$ cat src/rtl/core/linear_axis_home_and_move_assert.svh
// ----------------------------------------------------------------------------
// Linear axis assertion macros
// Shared concurrent assertion forms for the axis controller.
// ----------------------------------------------------------------------------
`ifndef LINEAR_AXIS_HOME_AND_MOVE_ASSERT_SVH
`define LINEAR_AXIS_HOME_AND_MOVE_ASSERT_SVH

// Same-cycle implication, disabled while reset is held.
`define LAHM_ASSERT_SAME(lbl, clk, rst_n, ante, cons, msg) \
  lbl: assert property (@(posedge clk) disable iff (!rst_n) (ante) |-> (cons)) \
    else $error(msg);

// Next-cycle implication, disabled while reset is held.
`define LAHM_ASSERT_NEXT(lbl, clk, rst_n, ante, cons, msg) \
  lbl: assert property (@(posedge clk) disable iff (!rst_n) (ante) |=> (cons)) \
    else $error(msg);

`endif

$ cat src/rtl/core/lahm_pkg.sv
`timescale 1ns / 1ps
// ----------------------------------------------------------------------------
// Linear axis package
// Widths, codes and shared types of the axis homing and positioning block.
// ----------------------------------------------------------------------------
package lahm_pkg;

  localparam int POS_W   = 20;
  localparam int TICK_W  = 16;
  localparam int CHUNK_W = 8;
  localparam int KIND_W  = 2;
  localparam int CFG_IDX_W  = 2;
  localparam int CFG_DATA_W = 20;

  localparam int Q_DEPTH = 2;
  localparam int Q_PTR_W = $clog2(Q_DEPTH);
  localparam int Q_CNT_W = $clog2(Q_DEPTH + 1);

  localparam logic [KIND_W-1:0] KIND_TICK = 2'd0;
  localparam logic [KIND_W-1:0] KIND_CAL  = 2'd1;
  localparam logic [KIND_W-1:0] KIND_MOVE = 2'd2;
  localparam logic [KIND_W-1:0] KIND_RST  = 2'd3;

  localparam logic [CFG_IDX_W-1:0] REG_CHUNK  = 2'd0;
  localparam logic [CFG_IDX_W-1:0] REG_NEAR   = 2'd1;
  localparam logic [CFG_IDX_W-1:0] REG_NORMAL = 2'd2;
  localparam logic [CFG_IDX_W-1:0] REG_FAST   = 2'd3;

  localparam logic [1:0] MODE_IDLE     = 2'd0;
  localparam logic [1:0] MODE_APPROACH = 2'd1;
  localparam logic [1:0] MODE_BACKOFF  = 2'd2;
  localparam logic [1:0] MODE_MOVING   = 2'd3;

  localparam logic [1:0] SPEED_SLOW   = 2'd0;
  localparam logic [1:0] SPEED_NORMAL = 2'd1;
  localparam logic [1:0] SPEED_FAST   = 2'd2;

  localparam logic [CHUNK_W-1:0] CHUNK_RST  = 8'd10;
  localparam logic [POS_W-1:0]   NEAR_RST   = 20'd1000;
  localparam logic [TICK_W-1:0]  NORMAL_RST = 16'd10;
  localparam logic [TICK_W-1:0]  FAST_RST   = 16'd100;

  typedef enum logic [1:0] {
    OP_TICK,
    OP_CAL,
    OP_MOVE,
    OP_RST
  } op_t;

  typedef struct packed {
    op_t              op;
    logic [POS_W-1:0] target;
    logic             hit;
  } item_t;

  typedef struct packed {
    logic               full;
    logic               nonempty;
    logic [Q_CNT_W-1:0] count;
  } q_stat_t;

  typedef struct packed {
    logic [CHUNK_W-1:0] chunk_steps;
    logic [POS_W-1:0]   near_zone;
    logic [TICK_W-1:0]  normal_after_ticks;
    logic [TICK_W-1:0]  fast_after_ticks;
  } cfg_t;

endpackage

$ cat src/rtl/core/lahm_fifo.sv
`timescale 1ns / 1ps
// ----------------------------------------------------------------------------
// Linear axis request queue
// Short queue that decouples the front end from the execution stage.
// ----------------------------------------------------------------------------
module lahm_fifo import lahm_pkg::*; (
  input  logic    clk,
  input  logic    rst_n,
  input  logic    push,
  input  item_t   push_item,
  input  logic    pop,
  output item_t   pop_item,
  output q_stat_t q_stat
);

  item_t              mem [Q_DEPTH];
  logic [Q_PTR_W-1:0] wr_ptr_r, wr_ptr_nxt;
  logic [Q_PTR_W-1:0] rd_ptr_r, rd_ptr_nxt;
  logic [Q_CNT_W-1:0] count_r, count_nxt;

  always_comb begin
    wr_ptr_nxt = wr_ptr_r;
    rd_ptr_nxt = rd_ptr_r;
    count_nxt  = count_r;
    if (push) begin
      wr_ptr_nxt = (wr_ptr_r == Q_PTR_W'(Q_DEPTH - 1)) ? '0 : wr_ptr_r + 1'b1;
    end
    if (pop) begin
      rd_ptr_nxt = (rd_ptr_r == Q_PTR_W'(Q_DEPTH - 1)) ? '0 : rd_ptr_r + 1'b1;
    end
    if (push && !pop) begin
      count_nxt = count_r + 1'b1;
    end else if (pop && !push) begin
      count_nxt = count_r - 1'b1;
    end
  end

  always_ff @(posedge clk) begin
    if (!rst_n) begin
      wr_ptr_r <= '0;
      rd_ptr_r <= '0;
      count_r  <= '0;
    end else begin
      wr_ptr_r <= wr_ptr_nxt;
      rd_ptr_r <= rd_ptr_nxt;
      count_r  <= count_nxt;
    end
  end

  always_ff @(posedge clk) begin
    if (push) begin
      mem[wr_ptr_r] <= push_item;
    end
  end

  assign pop_item        = mem[rd_ptr_r];
  assign q_stat.full     = (count_r == Q_CNT_W'(Q_DEPTH));
  assign q_stat.nonempty = (count_r != '0);
  assign q_stat.count    = count_r;

endmodule

$ cat config.mk
export PLATFORM = sky130hd
export DESIGN_NAME = lahm_fifo
export DESIGN_NICKNAME = d
export VERILOG_FILES = /design/src/rtl/core/linear_axis_home_and_move_assert.svh /design/src/rtl/core/lahm_pkg.sv /design/src/rtl/core/lahm_fifo.sv
export SDC_FILE = /design/constraint.sdc
export NUM_CORES = 1
export LEC_CHECK = 0
export BUFFER_PORTS_ARGS = -buffer_cell sky130_fd_sc_hd__buf_2
export CORE_AREA = 2 2 65 67
export DETAILED_ROUTE_END_ITERATION = 12
export DIE_AREA = 0 0 67 69
export PLACE_DENSITY = 0.75
export SLEW_MARGIN = 20
export SYNTH_ARGS = -nofsm -noshare
export SYNTH_HDL_FRONTEND = slang
export SYNTH_SLANG_ARGS = --single-unit
$ cat constraint.sdc
create_clock -name clk -period 2.4 [get_ports clk]
set_input_delay 0.48 -clock clk [delete_from_list [all_inputs] [get_ports clk]]
set_output_delay 0.48 -clock clk [all_outputs]
set_load 0.02 [all_outputs]
Word-level counts from Yosys, hierarchy flattened
Memory sizes are Yosys's and may differ from the RTL's. A register that Yosys moved wholly into a read port is not among the register bits.
Cells that the tools add are included.
{ "totals": {"regBits": 4, "rom_bits": 0, "latchBits": 0, "mem_bits_rw": 46, "in_bits": 27, "out_inout_bits": 27, "n_memories": 1} }
{ "memory_table": {"columns": ["memory", "words", "width", "read_ports", "rd_ports_with_merged_regs", "write_ports", "line_no", "rtl"], "rows": [
  ["mem", 2, 23, 1, 1, 1, "lahm_fifo.sv:16", "item_t mem [Q_DEPTH];"]
]} }
{ "op_classes": {"n_eq_ne": 1, "n_reduce_logical": 6, "mux": 8, "div": 0, "order_cmp": 0, "n_bitwise": 0, "n_mul": 0, "n_shift": 0, "add_sub_neg": 4} }
{ "ops": {"columns": ["cell", "n"], "rows": [
  ["1-bit two-way mux", 6],
  ["2-bit two-way mux", 2],
  ["2-bit nonzero test", 2],
  ["1-bit adder (second input constant)", 2],
  ["2-bit by 1-bit adder with 2-bit output (second input constant)", 1],
  ["2-bit equality test (second input constant)", 1],
  ["1-bit logical AND", 2],
  ["1-bit logical NOT", 2],
  ["2-bit by 1-bit subtractor with 2-bit output (second input constant)", 1]
]} }

Longest topological paths before layout
{ "logic_depth": {"word_depth": 4, "mapped_depth": 5, "ltp_nobuf": 5} }

Least setup slack after synthesis
Ideal clock, no wire load.
{ "synth_path": {"path_kind": "in2reg", "from": "input push", "to": "memory mem[0][0] in the netlist's numbering (enable)", "arrival_ps": 1574, "stages": 1, "path_slack_ps": 419, "n_path_buf": 0, "cell_sequence": "nor2b_1"} }
{ "synth_via": {"elab_chain_cells": 2} }
{ "synth_lines": {"columns": ["element", "line_no", "rtl"], "rows": [
  ["start, declared", "lahm_fifo.sv:9", "input logic push,"],
  ["1-bit two-way mux", "lahm_fifo.sv:51", "if (push) begin"],
  ["1-bit two-way mux (implied by the code)", "lahm_fifo.sv:52", "mem[wr_ptr_r] <= push_item;"],
  ["end, declared", "lahm_fifo.sv:16", null]
]} }
No other way between the ends.

==> results.tsv <==
metric	value	unit
status	complete, no violations	
number of synthesized flops with an enable pin	46	
# diodes	0	
Root Driver	clkbuf_8	
Cells after Synth	93	
Fmax achieved	461	MHz
WHS	0.370	ns
CP Launch Type	flop	
Fillers	315	
x dimension of the die	67	um
DRT iter0 DRCs	60	
H-tree depth	2	
Antenna Nets Post-Route	0	
Die Ht	69	um
grt total ovfl	0	
Leakage	0.912	nW
# clock sinks	51	
Post-Synth Adder-Cell Area	0.00667	
Reg2Reg Depth	2	
dominant synthesized flop cell	edfxtp_1	
Total Routed Length	2940	um
Seq/Total Area, Yosys	0.789	
pin count of the biggest net entering global routing	24	
Slew Viols, Final	0	
TNS Setup	0	ns
Mapped Area	1880	um^2
die area	4620	um^2
worst path cell trace	buf_4 -> mux2_2 -> buf_2	
Distinct cells, synth	16	
synthesized area per cell	20.2	um^2
PD cells	838	nW/um^2
post-route cell area	2350	um^2
Synth area leaders	edfxtp_1, mux2_2, dfxtp_1, and2_1, xor2_1	
CTS buffer count	5	
Initial Util	0.480	
CTS tree	yes	
flop2flop setup slack	1.01	ns
fin crit share	0.903	
worst min path class	primary input to flop	
vias in the first global route	1063	
Hold Path Sink	mem[0][18]	
crit end category	primary output	
RSZ-0062 raised after global routing	false	
CP required	1.92	ns
nets	182	
Data arrival, critical path	1.69	ns
DRT Pass-1 Iters	4	
# IOs	54	
WHS Path Cells	1	
worst r2r dst	mem[0][5]	
number of gates resized after cts	0	
WL per Instance	14.3	um
combinational family with the most area after synthesis	multiplexers	
Detail Placement HPWL	2090	um
first-pass GRT wire length	4570	um
GRT Total Usage	0.133	
post-route insts no fill	205	
Worst Clk Skew	0.00556	ns
total core area	3910	um^2
Clk pin slew, worst setup/hold paths	0.09	ns
VDD IR max	0.504	mV
Via Count	987	
P&R area growth vs syn	25.3	%
Slowest-stage cell, CP	dfxtp_1	
# setup viols final	0	
Max Cap Viol	0	
Worst Path Class, Setup	flop to primary output	
Slew headroom	0.665	
xor/xnor share of the synthesized area	0.0140	
initial antenna violation count	0	
Placed Cells	197	
Clock Path Buffers	2	
CP Max Fanout	15	
ys async rst share	0	
biggest area consumer among synthesized cells	edfxtp_1	
layout cells sized above 1	0.581	
Yosys Warn Count	0	
# hold bufs at CTS	0	
Mapped Nets	121	
fin crit period	2.17	ns
Worst-Margin Slew	0.500	ns
clk_lat worst skew	0.29	ns
Final Hold Fails	0	
DR vias/cell	4.81	
Compound-Gate Fraction of Synth Area	0.0107	
r2r startpoint	wr_ptr_r	
Synth Area in Simple Gates	0.0313	
mux contribution to synthesized area	0.138	
Synth top area share	0.736	
most frequent cell after synthesis	edfxtp_1	
Cell Rows	23	
Critical Path Max Stage Delay	0.55	ns
top cells by count, synth	edfxtp_1, mux2_2, dfxtp_1, and2_1	
Post-route DRC	0	
placed instance area	2210	um^2
total power draw	1.97	mW
post-CTS setup buffers	0	
Buffers on Ports	53	
Synth Register Bits	51	
GP Congestion	0.601	
hold path start	push_item[18]	
==> worst max-delay path by stage <==
stage          from            to  slack (ns)  cells after the start
3_5_place_dp   flop  pop_item[18]        0.53                      3
4_1_cts        flop  pop_item[18]        0.20                      3
2_1_floorplan  push     mem[0][0]        0.42                      1
5_1_grt        flop  pop_item[18]        0.12                      3
3_3_place_gp   flop  pop_item[18]        0.58                      3
6_report       flop  pop_item[18]        0.23                      3
==> placed cells by master (no fill, tap or decap), types with 2 or more instances in the layout <==
| cell type | synthesis | routed |
|---|---|---|
| mux2_2 | 23 | 23 |
| clkbuf_8 | 0 | 5 |
| and2_1 | 4 | 4 |
| buf_4 | 2 | 3 |
| edfxtp_1 | 46 | 46 |
| bufinv_16 | 0 | 2 |
| buf_2 | 0 | 53 |
| xor2_1 | 2 | 2 |
| dfxtp_1 | 5 | 5 |
==> metrics by stage <==
step	setup slack (ns)	utilization
floorplan	0.419	-
global placement	0.577	0.566
detailed placement	0.534	0.566
CTS	0.201	0.601
global route	0.120	0.601
finish	0.233	0.601
==> layer usage <==
metal  vias up  track usage  share of wire
li1        473            -              -
met1       474        0.141           0.39
met2        38        0.239           0.53
met3         2       0.0538          0.072
met4         0       0.0340         0.0054
met5         -            0              0
==> worst max-delay path, delay by kind of cell (launching register included) <==
kind / cells / cell delay (ns)
flops: 1 / 0.55
buf+inv: 2 / 0.47
mux: 1 / 0.37
==> cells by family (layout without fill, tap and decap cells) <==
family / after synthesis / after routing
flops: 51 / 51
mux: 23 / 23
simple gates: 9 / 9
compound gates: 3 / 3
xor+xnor: 3 / 3
buf+inv: 3 / 65
fa+ha+maj: 1 / 1
==> layout make-up <==
cell class	count	area (um^2)	share of cell area
flip-flops and latches	51	1480	0.630
multi-input cells	39	379	0.161
repair buffers	56	288	0.122
clock buffers	5	68.8	0.0293
clock inverters	3	67.6	0.0287
well taps	50	62.6	0.0266
inverters	1	3.75	0.00160
==> sequential cells by signal (all words and copies together) (netlist names), named ones only <==
register,count
wr_ptr_r,1
count_r,2
mem,46
rd_ptr_r,1
==> power breakdown <==
part           internal, mW  leakage (nW)  switching (mW)
Sequential             1.02         0.473          0.0216
Clock                 0.415        0.0644           0.258
Combinational         0.111         0.374           0.142
Total                  1.55         0.912           0.422
Power figures use the tool's default switching activity.
